[src/positional_list_engine_core_assert.svh]
// Assertion macros used by the positional list engine core.
`ifndef POSITIONAL_LIST_ENGINE_CORE_ASSERT_SVH
`define POSITIONAL_LIST_ENGINE_CORE_ASSERT_SVH

// Same-cycle implication, checked on every rising edge outside reset.
`define PLE_ASSERT_NOW(label, ante, cons) \
    label: assert property (@(posedge clk) disable iff (!rst_n) (ante) |-> (cons)) \
        else $error("positional list engine: same-cycle check failed");

// Next-cycle implication, checked on every rising edge outside reset.
`define PLE_ASSERT_NEXT(label, ante, cons) \
    label: assert property (@(posedge clk) disable iff (!rst_n) (ante) |=> (cons)) \
        else $error("positional list engine: next-cycle check failed");

`endif

[src/ple_pkg.sv]
// Package with the types and constants of the positional list engine.
package ple_pkg;

    // List geometry.
    localparam int CAPACITY = 64;
    localparam int IDX_W    = (CAPACITY > 1) ? $clog2(CAPACITY) : 1;
    localparam int CNT_W    = $clog2(CAPACITY + 1);
    // Compare width that holds a position, a count and a count plus one.
    localparam int CMP_W    = (CNT_W + 1 > 9) ? CNT_W + 1 : 9;

    // Command codes; the fourth code is reserved, leaves the list unchanged and is answered with OK.
    typedef enum logic [1:0] {
        OP_INSERT = 2'd0,
        OP_DELETE = 2'd1,
        OP_SEARCH = 2'd2
    } ple_op_t;

    // Result status codes.
    typedef enum logic [1:0] {
        ST_OK      = 2'd0,
        ST_BOUNDS  = 2'd1,
        ST_FULL    = 2'd2,
        ST_MISSING = 2'd3
    } ple_status_t;

    // What a cell loads at the next edge.
    typedef enum logic [1:0] {
        CELL_HOLD       = 2'd0,
        CELL_LOAD       = 2'd1,
        CELL_FROM_LEFT  = 2'd2,
        CELL_FROM_RIGHT = 2'd3
    } ple_cell_op_t;

    // Command transfer payload.
    typedef struct packed {
        ple_op_t            command;
        logic [7:0]         position;
        logic signed [31:0] value;
    } ple_cmd_t;

    // Result transfer payload.
    typedef struct packed {
        ple_status_t status;
        logic [6:0]  found_position;
        logic [6:0]  element_count;
    } ple_rsp_t;

    // Command held between the cell row and the result register.
    typedef struct packed {
        logic             is_search;
        ple_status_t      status;
        logic [CNT_W-1:0] count;
    } ple_stage_t;

endpackage

[src/ple_first_match.sv]
// Priority encoder that finds the lowest matching cell of the row.
module ple_first_match (
    input  logic [ple_pkg::CAPACITY-1:0] match,
    output logic                         hit,
    output logic [ple_pkg::IDX_W-1:0]    index
);

    // Scan from the top so that the lowest set bit wins.
    always_comb
    begin
        hit   = 1'b0;
        index = '0;
        for (int k = ple_pkg::CAPACITY - 1; k >= 0; k--)
        begin
            if (match[k])
            begin
                hit   = 1'b1;
                index = ple_pkg::IDX_W'(k);
            end
        end
    end

endmodule

[config.mk]
export PLATFORM = sky130hd
export DESIGN_NAME = ple_first_match
export DESIGN_NICKNAME = d
export VERILOG_FILES = /design/src/positional_list_engine_core_assert.svh /design/src/ple_pkg.sv /design/src/ple_first_match.sv
export SDC_FILE = /design/constraint.sdc
export NUM_CORES = 1
export LEC_CHECK = 0
export ABC_AREA = 1
export BUFFER_PORTS_ARGS = -buffer_cell sky130_fd_sc_hd__buf_2
export CAP_MARGIN = 10
export CORE_ASPECT_RATIO = 0.8
export CORE_MARGIN = 8
export CORE_UTILIZATION = 30
export DETAILED_ROUTE_END_ITERATION = 8
export PLACE_DENSITY_LB_ADDON = 0.1
export SLEW_MARGIN = 25
export SYNTH_ARGS = -nofsm -noshare
export SYNTH_HDL_FRONTEND = slang
export SYNTH_SLANG_ARGS = --single-unit
export TNS_END_PERCENT = 1
[constraint.sdc]
create_clock -name vclk -period 7.5
set_input_delay 0.75 -clock vclk [all_inputs]
set_output_delay 0.75 -clock vclk [all_outputs]
set_load 0.01 [all_outputs]
==> flow_summary.json <==
{
  "io_pins": 71,
  "swShare_pct": 53.08,
  "seq_power_share_pct": 0,
  "leakage_nw": 0.9040,
  "worstPathRequired_ns": 6.75,
  "p_clk_share_pct": 0,
  "worst_slew_pin_slew_ns": 0.5831,
  "status": "finished, final reports clean",
  "pwr-share-comb_pct": 100.0,
  "antenna_found_initial": 0,
  "syn_area_um2": 914.6,
  "first_global_vias": 1180,
  "holdBufCountCts": 0,
  "synth_top_area_share_pct": 38.17,
  "die_x_um": 77.73,
  "fp.dieH_um": 65.39,
  "arrival_ns": 3.85,
  "grt_pass1_wl_mm": 4.581,
  "max_slew_margin_pct": 60.77,
  "area_growth_pct": 44.32,
  "n_clock_buffer": 0,
  "final-hold-violation-count": 0,
  "register_area_um2": 0,
  "post-route-period-util_pct": 61.30,
  "grt_max_degree": 6,
  "period_minus_slack_ns": 4.597,
  "critPathMaxStageDelay_ns": 0.13,
  "cp_common_cell": "nand2_1",
  "hp-class": "in -> out",
  "post_cts_buffers": 0,
  "drc": 0,
  "final_common_cell": "nand2_1",
  "port_buffers": 71,
  "antenna_left": 0,
  "yosysWarnings": 0,
  "synth_seq_area_share_pct": 0,
  "dp_cells": 335,
  "core_area_mm2": 0.002995,
  "synth_cells": 224,
  "drive_gt1_share_pct": 25.08,
  "tns_ns": 0,
  "rsz0062_at_grt": "no",
  "internal_power_w": 0.00002424,
  "start_util_pct": 30.53,
  "syn-num-nets": 288,
  "cp_max_fo": 3,
  "seq_cells": 0,
  "finalWeightedCongestion": 0.7707,
  "dr.pass1.iters": 4,
  "final_cells": 335,
  "start_kind": "input pin",
  "ctsResizeCount": 0,
  "timing.fmax_mhz": 217.5,
  "crit_path_top_delay_cell": "buf_2",
  "setup_viol": 0,
  "final_cell_mix": "93 x nand2_1, 71 x buf_2, 61 x inv_1",
  "wl_mm": 2.787,
  "powerDensity_mw_per_mm2": 39.13,
  "ys_top_cells_by_area": "nand2_1 38%, inv_1 25%, nor2_1 14%",
  "via_per_inst": 4.018,
  "drv_cap": 0,
  "wl_per_cell_um": 8.319,
  "synth_cell_types": 17,
  "cp-end-kind": "output port",
  "holdWs_ns": 1.773,
  "ir_drop_v": 0.00001433,
  "syn_avg_cell_area_um2": 4.083,
  "yosysTopAreaCell": "nand2_1",
  "grt.overflow.total": 0,
  "path_class": "in -> out",
  "nets": 361,
  "slew_viol_final": 0,
  "dp_hpwl_mm": 2.620,
  "fp.dieArea_mm2": 0.005082,
  "n_antenna_cell": 0,
  "rows": 18,
  "vias": 1346,
  "dr.first_iter.drc_count": 35,
  "grt_usage_pct": 9.920,
  "power.switching_w": 0.00002742
}
## area by class of cell
class,count,area (um2)
tap,40,50.05
inverter,62,232.7
fill,362,1675
multi-input combinational,162,681.9
timing repair buffer,71,355.3
## through the flow
stage | total power (W) | setup slack, ns | area (um2) | utilization [%]
floorplan | 0.00002629 | 3.343 | 914.6 | -
global placement | 0.00005167 | 2.867 | 1320 | 44.07
detailed placement | 0.00005190 | 2.856 | 1320 | 44.07
CTS | 0.00005214 | 2.846 | 1320 | 44.07
global route | 0.00006029 | 2.293 | 1320 | 44.07
finish | 0.00005166 | 2.903 | 1320 | 44.07
## routing by layer
metal / up-vias / part of all wire (%) / global-route usage (%)
met4: 0 / 0 / 0
met3: 0 / 7.8 / 2.452
met1: 498 / 55 / 14.02
li1: 804 / - / -
met5: - / 0 / 0
met2: 44 / 37 / 15.61
## cells by family (layout without fill, tap and decap cells)
family / count (synthesis) / in the layout / share of synthesized area (%)
AOI/OAI and AO/OA: 16 / 16 / 11.08
buffers and inverters: 62 / 133 / 25.44
and+or+nand+nor: 146 / 146 / 63.47
## power groups by stage
| stage | sequential, W | clock (W) | combinational [W] |
|---|---|---|---|
| 5_1_grt | 0 | 0 | 0.0000603 |
| 3_5_place_dp | 0 | 0 | 0.0000519 |
| 3_3_place_gp | 0 | 0 | 0.0000517 |
| 2_1_floorplan | 0 | 0 | 0.0000263 |
| 6_report | 0 | 0 | 0.0000517 |
| 4_1_cts | 0 | 0 | 0.0000521 |
## critical path: cells and delay by family
| family | cells | cell delay [ns] |
|---|---|---|
| AO/OA/AOI/OAI | 1 | 0.10 |
| buffers and inverters | 3 | 0.28 |
| AND/OR/NAND/NOR | 59 | 2.73 |
## synth_stat cells
master,instances
nand3_1,7
inv_2,1
nor2_1,35
o21bai_1,1
or2_2,1
a21oi_2,1
nor3_1,3
a21oi_1,5
nand4_1,2
nand2_1,93
a211oi_1,3
nor4_1,5
a31oi_1,1
o311ai_0,1
inv_1,61
o211ai_1,1
o21ai_0,3
## path summary, 6_finish.rpt
kind | from | to | slack, ns | cells past startpoint
max | match[62] | index[0] | 2.90 | 63
min | match[0] | index[0] | 1.77 | 3
Power figures use the tool's default switching activity.
