### src/positional_list_engine_core_assert.svh
// Assertion macros used by the positional list engine core.
`ifndef POSITIONAL_LIST_ENGINE_CORE_ASSERT_SVH
`define POSITIONAL_LIST_ENGINE_CORE_ASSERT_SVH

// Same-cycle implication, checked on every rising edge outside reset.
`define PLE_ASSERT_NOW(label, ante, cons) \
    label: assert property (@(posedge clk) disable iff (!rst_n) (ante) |-> (cons)) \
        else $error("positional list engine: same-cycle check failed");

// Next-cycle implication, checked on every rising edge outside reset.
`define PLE_ASSERT_NEXT(label, ante, cons) \
    label: assert property (@(posedge clk) disable iff (!rst_n) (ante) |=> (cons)) \
        else $error("positional list engine: next-cycle check failed");

`endif

### src/ple_pkg.sv
// Package with the types and constants of the positional list engine.
package ple_pkg;

    // List geometry.
    localparam int CAPACITY = 64;
    localparam int IDX_W    = (CAPACITY > 1) ? $clog2(CAPACITY) : 1;
    localparam int CNT_W    = $clog2(CAPACITY + 1);
    // Compare width that holds a position, a count and a count plus one.
    localparam int CMP_W    = (CNT_W + 1 > 9) ? CNT_W + 1 : 9;

    // Command codes; the fourth code is reserved, leaves the list unchanged and is answered with OK.
    typedef enum logic [1:0] {
        OP_INSERT = 2'd0,
        OP_DELETE = 2'd1,
        OP_SEARCH = 2'd2
    } ple_op_t;

    // Result status codes.
    typedef enum logic [1:0] {
        ST_OK      = 2'd0,
        ST_BOUNDS  = 2'd1,
        ST_FULL    = 2'd2,
        ST_MISSING = 2'd3
    } ple_status_t;

    // What a cell loads at the next edge.
    typedef enum logic [1:0] {
        CELL_HOLD       = 2'd0,
        CELL_LOAD       = 2'd1,
        CELL_FROM_LEFT  = 2'd2,
        CELL_FROM_RIGHT = 2'd3
    } ple_cell_op_t;

    // Command transfer payload.
    typedef struct packed {
        ple_op_t            command;
        logic [7:0]         position;
        logic signed [31:0] value;
    } ple_cmd_t;

    // Result transfer payload.
    typedef struct packed {
        ple_status_t status;
        logic [6:0]  found_position;
        logic [6:0]  element_count;
    } ple_rsp_t;

    // Command held between the cell row and the result register.
    typedef struct packed {
        logic             is_search;
        ple_status_t      status;
        logic [CNT_W-1:0] count;
    } ple_stage_t;

endpackage

### src/ple_cell.sv
// One list cell: holds one entry, shifts with its neighbours and compares with the key.
module ple_cell (
    input  logic                clk,
    input  ple_pkg::ple_cell_op_t op,
    input  logic signed [31:0]  new_value,
    input  logic signed [31:0]  left_value,
    input  logic signed [31:0]  right_value,
    input  logic signed [31:0]  key,
    output logic signed [31:0]  value,
    output logic                match
);

    logic signed [31:0] value_reg;
    logic signed [31:0] value_next;

    // Choose the entry for the next cycle.
    always_comb
    begin
        unique case (op)
            ple_pkg::CELL_HOLD:       value_next = value_reg;
            ple_pkg::CELL_LOAD:       value_next = new_value;
            ple_pkg::CELL_FROM_LEFT:  value_next = left_value;
            ple_pkg::CELL_FROM_RIGHT: value_next = right_value;
            default:                  value_next = value_reg;
        endcase
    end

    // Entry storage; its contents only count below the element count.
    always_ff @(posedge clk)
    begin
        value_reg <= value_next;
    end

    assign value = value_reg;
    assign match = (value_reg == key);

endmodule

### config.mk
export PLATFORM = sky130hd
export DESIGN_NAME = ple_cell
export DESIGN_NICKNAME = d
export VERILOG_FILES = /design/src/positional_list_engine_core_assert.svh /design/src/ple_pkg.sv /design/src/ple_cell.sv
export SDC_FILE = /design/constraint.sdc
export NUM_CORES = 1
export LEC_CHECK = 0
export ABC_AREA = 1
export BUFFER_PORTS_ARGS = -buffer_cell sky130_fd_sc_hd__buf_2
export CAP_MARGIN = 15
export CORE_MARGIN = 2
export CORE_UTILIZATION = 37
export CTS_CLUSTER_DIAMETER = 120
export DETAILED_ROUTE_END_ITERATION = 10
export PLACE_DENSITY = 0.77
export SYNTH_ARGS = -nofsm -noshare
export SYNTH_HDL_FRONTEND = slang
export SYNTH_SLANG_ARGS = --single-unit
### constraint.sdc
create_clock -name clk -period 1.2 [get_ports clk]
set_input_delay 0.3 -clock clk [delete_from_list [all_inputs] [get_ports clk]]
set_output_delay 0.3 -clock clk [all_outputs]
set_load 0.05 [all_outputs]
==> impl_results.md, run 1 <==
* Status: finished with violations
* Failing checks: negative setup slack
* # IOs at 164
* Residual DRC at 0
* Core area at 0.00596 sq mm
* Critical path launch point type: register
* Post-synthesis sequential area ratio at 0.419
* Area of the die at 0.00684 sq mm
* Setup crit start: value[29]
* Max cap viols at 0
* Crit path setup slack, layout at -0.646 ns
* Initial Utilization at 0.385
* WHS at 0.298 ns
* FILL cells at between 500 and 600
* Worst VDD drop at 0.503 mV
* Vias in the first global route at around 2600
* Crit-path max FO at 3
* Pleak at 2.01 nW
* Clk slew on worst S/H paths at approximately 0.060 ns
* First-pass GRT wire length at between 10000 and 15000 microns
* Hpwl dp at 5330 microns
* Clk sinks at 32
* Syn_area_per_cell at 6.65 sq um
* Multi-input gate area in the final layout at 0.00108 sq mm
* RePlAce Congestion at 0.872
* Area Growth Syn to Fin at 56.2%
* CP endpoint: match
* Final hold violations at 0
* Initial antenna violation count at 0
* Number of port buffers at between 150 and 200
* Clock root buffer: clkbuf_8
* Worst Max-Slew Pin Slew at 0.462 ns
* Slowest stage delay, CP at 0.44 ns
* Die height at slightly above 80 microns
* Final ANT Viol Nets at 0
* Final period util at 1.54
* Sequential Area at 961 sq um
* Total Nets Final at between 600 and 700
* H-tree levels at 2
* Average wire per standard cell at 11.8 microns
* Die width at 82.7 microns
* Post-synthesis cell type count at 12
* Final Slew Violations at 0
* Worst EP required at 0.90 ns
* Final Util at 0.602
* Antenna Diode Count at 0
* Crit path kind: reg -> out
* Cell count along the critical path at 8
* Clock tree buffer depth at 2
* Row count at 28
* CTS Buf Count at 5
* Post-Syn Area at 0.00229 sq mm
* Vias per cell at ~4.7
* CP top delay family: simple AND/OR/NAND/NOR gates
* Yosys reg bits at 32
* Setup violators final at 9
* Crit end category: output port
* Setup TNS at -1.27 ns
* Layout cell share with drive strength beyond 1 at 0.368
* Total gr overflow at 0
* Largest net degree at the start of global routing at 33
* Max FFs per register at 32
* Syn_nets at ~480
* Slowest CP cell: edfxtp_1
* Post-route minimum period at around 1.8 ns
* CTS tree: yes
* Drt first pass iters at 4
* Via count at approximately 2800
* PwrDens at roughly 1100 mW/mm^2
* Overall Global Routing Usage at 0.207
* WP buf/inv at 1
* Synth warn at 0
* Fmax at ~540 MHz
* Max_slew headroom at 0.692
* DR iter-0 viols at 82
* Post-Route WL at 6970 microns
* CP Cell Sequence: nor2_2 > nor2_1 > nor2_1 > nand2_1 > nor2_2 > nand2_2 > nor2_4 > buf_8
* Cells after synthesis at 345
* HP Class: in -> reg
* Arrival @ worst endpoint at 1.55 ns
* RSZ-0062 raised after global routing: yes
-- worst min path at each step --
stage / cells after the start / to / slack, ns / startpoint
2_1_floorplan: 2 / value[0] / 0.49 / left_value[0]
3_3_place_gp: 3 / value[0] / 0.58 / left_value[0]
3_5_place_dp: 3 / value[30] / 0.58 / left_value[30]
4_1_cts: 3 / value[30] / 0.28 / left_value[30]
5_1_grt: 3 / value[30] / 0.30 / left_value[30]
6_report: 3 / value[5] / 0.30 / left_value[5]
-- where the power goes --
part | leakage, nW | total, mW | switching, mW | internal [mW]
registers | 0.330 | 1.52 | 0.123 | 1.40
clock network | 0.0399 | 0.764 | 0.361 | 0.403
logic | 1.64 | 1.56 | 0.916 | 0.647
total | 2.01 | 3.85 | 1.40 | 2.45
-- cells in the mapped netlist, drive strengths merged --
library cell | count | area, sq um
nand2 | 139 | 522
nand3 | 64 | 320
inv | 48 | 183
nor2 | 44 | 181
edfxtp | 32 | 961
buf | 14 | 93.8
xor2 | 3 | 26.3
or2 | 1 | 6.26
-- metal layers --
| metal | share of wire | up-vias | track usage |
|---|---|---|---|
| met1 | 0.39 | 1233 | 0.235 |
| met3 | 0.069 | 19 | 0.0402 |
| li1 | - | 1414 | - |
| met2 | 0.52 | 127 | 0.372 |
| met4 | 0.028 | 0 | 0.0951 |
| met5 | 0 | - | 0 |
-- per-stage QoR --
stage          power (mW)  cells  setup slack (ns)  cell area (sq um)
6_report             3.85    591            -0.646               3580
5_1_grt              4.07    591            -0.796               3580
4_1_cts              3.85    590            -0.667               3550
3_5_place_dp         2.86    582            -0.481               3230
3_3_place_gp         2.82    582            -0.456               3230
2_1_floorplan        2.38    345            -0.518               2300
-- what timing repair did --
action                     4_1_cts  5_1_grt
gates resized for setup         75       11
hold buffers                     0        0
buffers inserted                 2        3
pin swaps                        6        1
setup endpoints to repair       33       31
-- placed cells by master, fill, tap and decap left out, types with 3 or more instances in the layout --
cell,netlist,routed
nor2_1,43,39
clkbuf_8,0,5
nand3_1,64,64
buf_4,2,8
nand2_1,139,138
edfxtp_1,32,32
buf_8,0,6
xor2_1,3,3
nor2_2,0,3
inv_1,47,47
buf_2,9,130
buf_6,3,31
-- logic make-up after synthesis --
kind of cell	count (synthesis)	synth area share
simple gates	248	0.449
flops	32	0.419
xor+xnor	3	0.0115
buf+inv	62	0.121
-- layout make-up --
type	instances	area share
clock buffer	7	0.0213
sequential	32	0.268
multi-input combinational	251	0.300
clock inverter	1	0.00105
timing repair buffer	177	0.332
inverter	48	0.0510
tap	75	0.0262
Power figures use the tool's default switching activity.
==> run 2: changes to the inputs <==
CORE_MARGIN = unset   (was 2)
SETUP_SLACK_MARGIN = 0.3   (was unset)
SKIP_CTS_REPAIR_TIMING = 1   (was unset)
==> impl_results.md, run 2 (synthesis results as in run 1) <==
* Status: finished with violations
* Failing checks: negative setup slack
* Core area at about 0.0060 sq mm
* GR Util met1 at 0.234
* RSZ-0062 raised after global routing: yes
* Hold path depth at 3
* Clock root buffer: clkbuf_8
* Via count at 2779
* Pleak at 2.02 nW
* Clk sinks at 32
* Area of the die at 0.00652 sq mm
* Clock tree buffer depth at 2
* Final Util at 0.605
* H-tree levels at 2
* Initial antenna violation count at 0
* Layout cell share with drive strength beyond 1 at 0.375
* Largest net degree at the start of global routing at 33
* Final period util at 1.53
* Crit end category: output port
* Area Growth Syn to Fin at 57.1%
* Worst Max-Slew Pin Slew at approximately 0.24 ns
* Crit-path max FO at 3
* Net Sw Frac at 0.368
* Final ANT Viol Nets at 0
* Die height at 80.7 microns
* First-pass GRT wire length at 10400 microns
* Setup TNS at -0.974 ns
* HP Class: in -> reg
* Crit path setup slack, layout at -0.639 ns
* Most frequent cells in the layout: nand2_1, buf_2, nand3_1, inv_1, nor2_1
* Internal power at roughly 2.4 mW
* Post-Route WL at 7130 microns
* DR iter-0 viols at 118
* Antenna Diode Count at 0
* Fmax at approximately 540 MHz
* Overall Global Routing Usage at 0.208
* Setup crit start: value[20]
* Average wire per standard cell at 12.0 microns
* Worst EP required at 0.90 ns
* CTS tree: yes
* Final hold violations at 0
* Max FFs per register at 32
* Drt first pass iters at 4
* Critical path launch point type: register
* RePlAce Congestion at 0.868
* Total gr overflow at 0
* Residual DRC at 0
* Total Nets Final at 650
* Vias in the first global route at between 2000 and 3000
* CP endpoint: match
* CTS Buf Count at 5
* Grt met3 use at 0.0393
* Clk pwr share at 0.202
* Clk slew on worst S/H paths at 0.07 ns
* Crit path kind: reg -> out
* Row count at 28
* Commonest non-fill, non-tap cell in the layout: nand2_1
* Initial Utilization at 0.385
* # IOs at 164
* Final Slew Violations at 0
* Most Crowded Layer GR: met2
* Hpwl dp at 5230 microns
* Arrival @ worst endpoint at 1.54 ns
* PwrDens at approximately 1100 mW/mm^2
* Setup violators final at 9
* Comb power frac at 0.403
* Max cap viols at 0
* Worst VDD drop at 0.596 mV
* Post-route minimum period at 1.84 ns
* Die width at 80.7 microns
* Seq pwr share at 0.396
* Max_slew headroom at 0.837
* Sw Pwr at 1.40 mW
* Number of port buffers at 163
* Met2 Use GR at 0.390
* Vias per cell at 4.67
-- run 2: power groups by stage --
stage	logic, mW	registers [mW]	clock network, mW
2_1_floorplan	0.425	1.97	0
3_3_place_gp	1.30	1.51	0
3_5_place_dp	1.33	1.51	0
4_1_cts	1.33	1.49	0.802
5_1_grt	1.66	1.53	0.838
6_report	1.54	1.51	0.771
-- run 2: worst max-delay path: stages (launching register included) --
cell and delay [ns]:
edfxtp_1 0.44, nor2_1 0.11, nor2_1 0.05, nor2_1 0.10
nand2_1 0.10, nor2_1 0.10, nand2_1 0.09, nor2_4 0.12
buf_6 0.16
-- run 2: layer usage --
layer	routed length [microns]	vias to the layer above
li1	-	1421
met1	2870	1236
met2	3690	109
met3	428	13
met4	144	0
met5	0	-
-- run 2: area by class of cell --
type | count | area, sq um
repair buffers | 179 | 1180
fillers | 547 | 2350
well taps | 75 | 93.8
inverters | 48 | 188
clock buffers | 7 | 76.3
multi-input cells | 253 | 1100
clock inverters | 1 | 3.75
flip-flops and latches | 32 | 961
-- run 2: worst min path at each step --
stage	start	end
finish	left_value[2]	value[2]
global route	left_value[6]	value[6]
CTS	left_value[1]	value[1]
detailed placement	left_value[1]	value[1]
global placement	left_value[2]	value[2]
floorplan	left_value[0]	value[0]
-- run 2: through the flow --
step | instances | setup slack (ns) | hold slack, ns | instance area (sq um) | power [mW]
after CTS | 588 | -0.769 | 0.288 | 3300 | 3.62
after global routing | 595 | -0.761 | 0.292 | 3600 | 4.03
after detailed placement | 580 | -0.471 | 0.582 | 3220 | 2.84
after floorplan | 345 | -0.518 | 0.490 | 2350 | 2.40
after global placement | 580 | -0.469 | 0.577 | 3220 | 2.81
final | 595 | -0.639 | 0.297 | 3600 | 3.82
==> run 3: changes to the inputs <==
REMOVE_ABC_BUFFERS = 1   (was unset)
==> impl_results.md, run 3 (synthesis results as in run 1) <==
* # IOs at roughly 160
* Post-route minimum period at 1.90 ns
* Number of port buffers at 163
* Crit path top cell by count: nor2_1
* Max cap viols at 0
* Layout cell share with drive strength beyond 1 at 0.368
* Vias in the first global route at about 2400
* Core area at 0.00596 sq mm
* H-tree levels at 2
* RePlAce Congestion at around 0.81
* First-pass GRT wire length at 9800 microns
* Average wire per standard cell at 12.1 microns
* Crit end category: output port
* Final instance area at 0.00361 sq mm
* Final period util at 1.58
* WHS at 0.286 ns
* Slowest stage delay, CP at 0.42 ns
* Final Slew Violations at 0
* CTS Buf Count at 5
* Commonest non-fill, non-tap cell in the layout: nand2_1
* Crit-path max FO at 3
* Critical path launch point type: register
* Max_slew headroom at 0.806
* Status: finished with violations
* Post-Route WL at 7180 microns
* Max FFs per register at 32
* Drt first pass iters at 4
* Clock root buffer: clkbuf_8
* Clock tree buffer depth at 2
* Die width at 80.7 microns
* Arrival @ worst endpoint at around 1.6 ns
* Largest net degree at the start of global routing at 33
* PwrDens at about 1100 mW/mm^2
* WP buf/inv at 1
* Crit path kind: reg -> out
* Fmax at 527 MHz
* CP Cell Sequence: nor2_1 > nor2_1 > nor2_1 > nand2_1 > nor2_2 > nand2_1 > nor2_2 > buf_6
* Clk slew on worst S/H paths at about 0.070 ns
* Area Growth Syn to Fin at 57.3%
* Via count at 2753
* Final ANT Viol Nets at 0
* RSZ-0062 raised after global routing: yes
* Vias per cell at 4.66
* CP top delay family: simple AND/OR/NAND/NOR gates
* Die height at 80.7 microns
* Total Nets Final at 646
* Final hold violations at 0
* Initial Utilization at 0.385
* Overall Global Routing Usage at 0.193
* Crit path setup slack, layout at -0.697 ns
* Pleak at roughly 2 nW
* Failing checks: negative setup slack
* Worst Max-Slew Pin Slew at 0.290 ns
* Dpl cell area at 0.00321 sq mm
* Residual DRC at 0
* DR iter-0 viols at 78
* HP Class: in -> reg
* CTS tree: yes
* Worst EP required at roughly 0.90 ns
* Slowest CP cell: edfxtp_1
* Hpwl dp at slightly below 5000 microns
* Clk sinks at 32
* Antenna Diode Count at 0
* Setup violators final at 10
* Most frequent cells in the layout: nand2_1, buf_2, nand3_1, inv_1, nor2_1
* Total gr overflow at 0
* Row count at 28
* Initial antenna violation count at 0
* Area of the die at ~0.0065 sq mm
* Worst VDD drop at 0.604 mV
## run 3: cell count changes in the layout (fill, tap and decap cells not counted), sizes merged
cell	delta
buf	-3
or2	-1
## run 3: cell type report
type	instances	area (sq um)
Sequential cell	32	961
Clock inverter	1	3.75
Inverter	48	183
Tap cell	75	93.8
Multi-Input combinational cell	252	1080
Clock buffer	7	76.3
Fill cell	561	2350
Timing Repair Buffer	176	1210
## run 3: routing by layer
metal / vias up / share of wire / track usage
li1: 1413 / - / -
met4: 0 / 0.018 / 0.0661
met5: - / 0 / 0
met3: 13 / 0.054 / 0.0337
met1: 1221 / 0.40 / 0.212
met2: 106 / 0.53 / 0.372
## run 3: worst min-delay path: stages
cell and delay (ns):
buf_2 0.07, nand2_1 0.04, nand3_1 0.05
## run 3: through the flow
step                utilization  power, mW  setup slack [ns]  cells  TNS (ns)
finish                    0.606       3.86            -0.697    591     -1.23
floorplan                     -       2.33            -0.861    331    -0.861
CTS                       0.552       3.63            -0.773    587     -2.48
detailed placement        0.539       2.84            -0.458    579    -0.865
global route              0.606       4.06            -0.819    591     -1.91
global placement          0.539       2.80            -0.427    579    -0.643
## run 3: where the power goes
part | internal (mW) | switching (mW) | total (mW) | leakage (nW)
logic | 0.637 | 0.918 | 1.56 | 1.65
clock network | 0.403 | 0.380 | 0.784 | 0.0399
registers | 1.40 | 0.121 | 1.52 | 0.330
total | 2.44 | 1.42 | 3.86 | 2.02
## run 3: final timing paths
kind	from	end	depth (start not counted)
worst max-delay path	value[9]	match	8
worst min-delay path	left_value[19]	value[19]	3
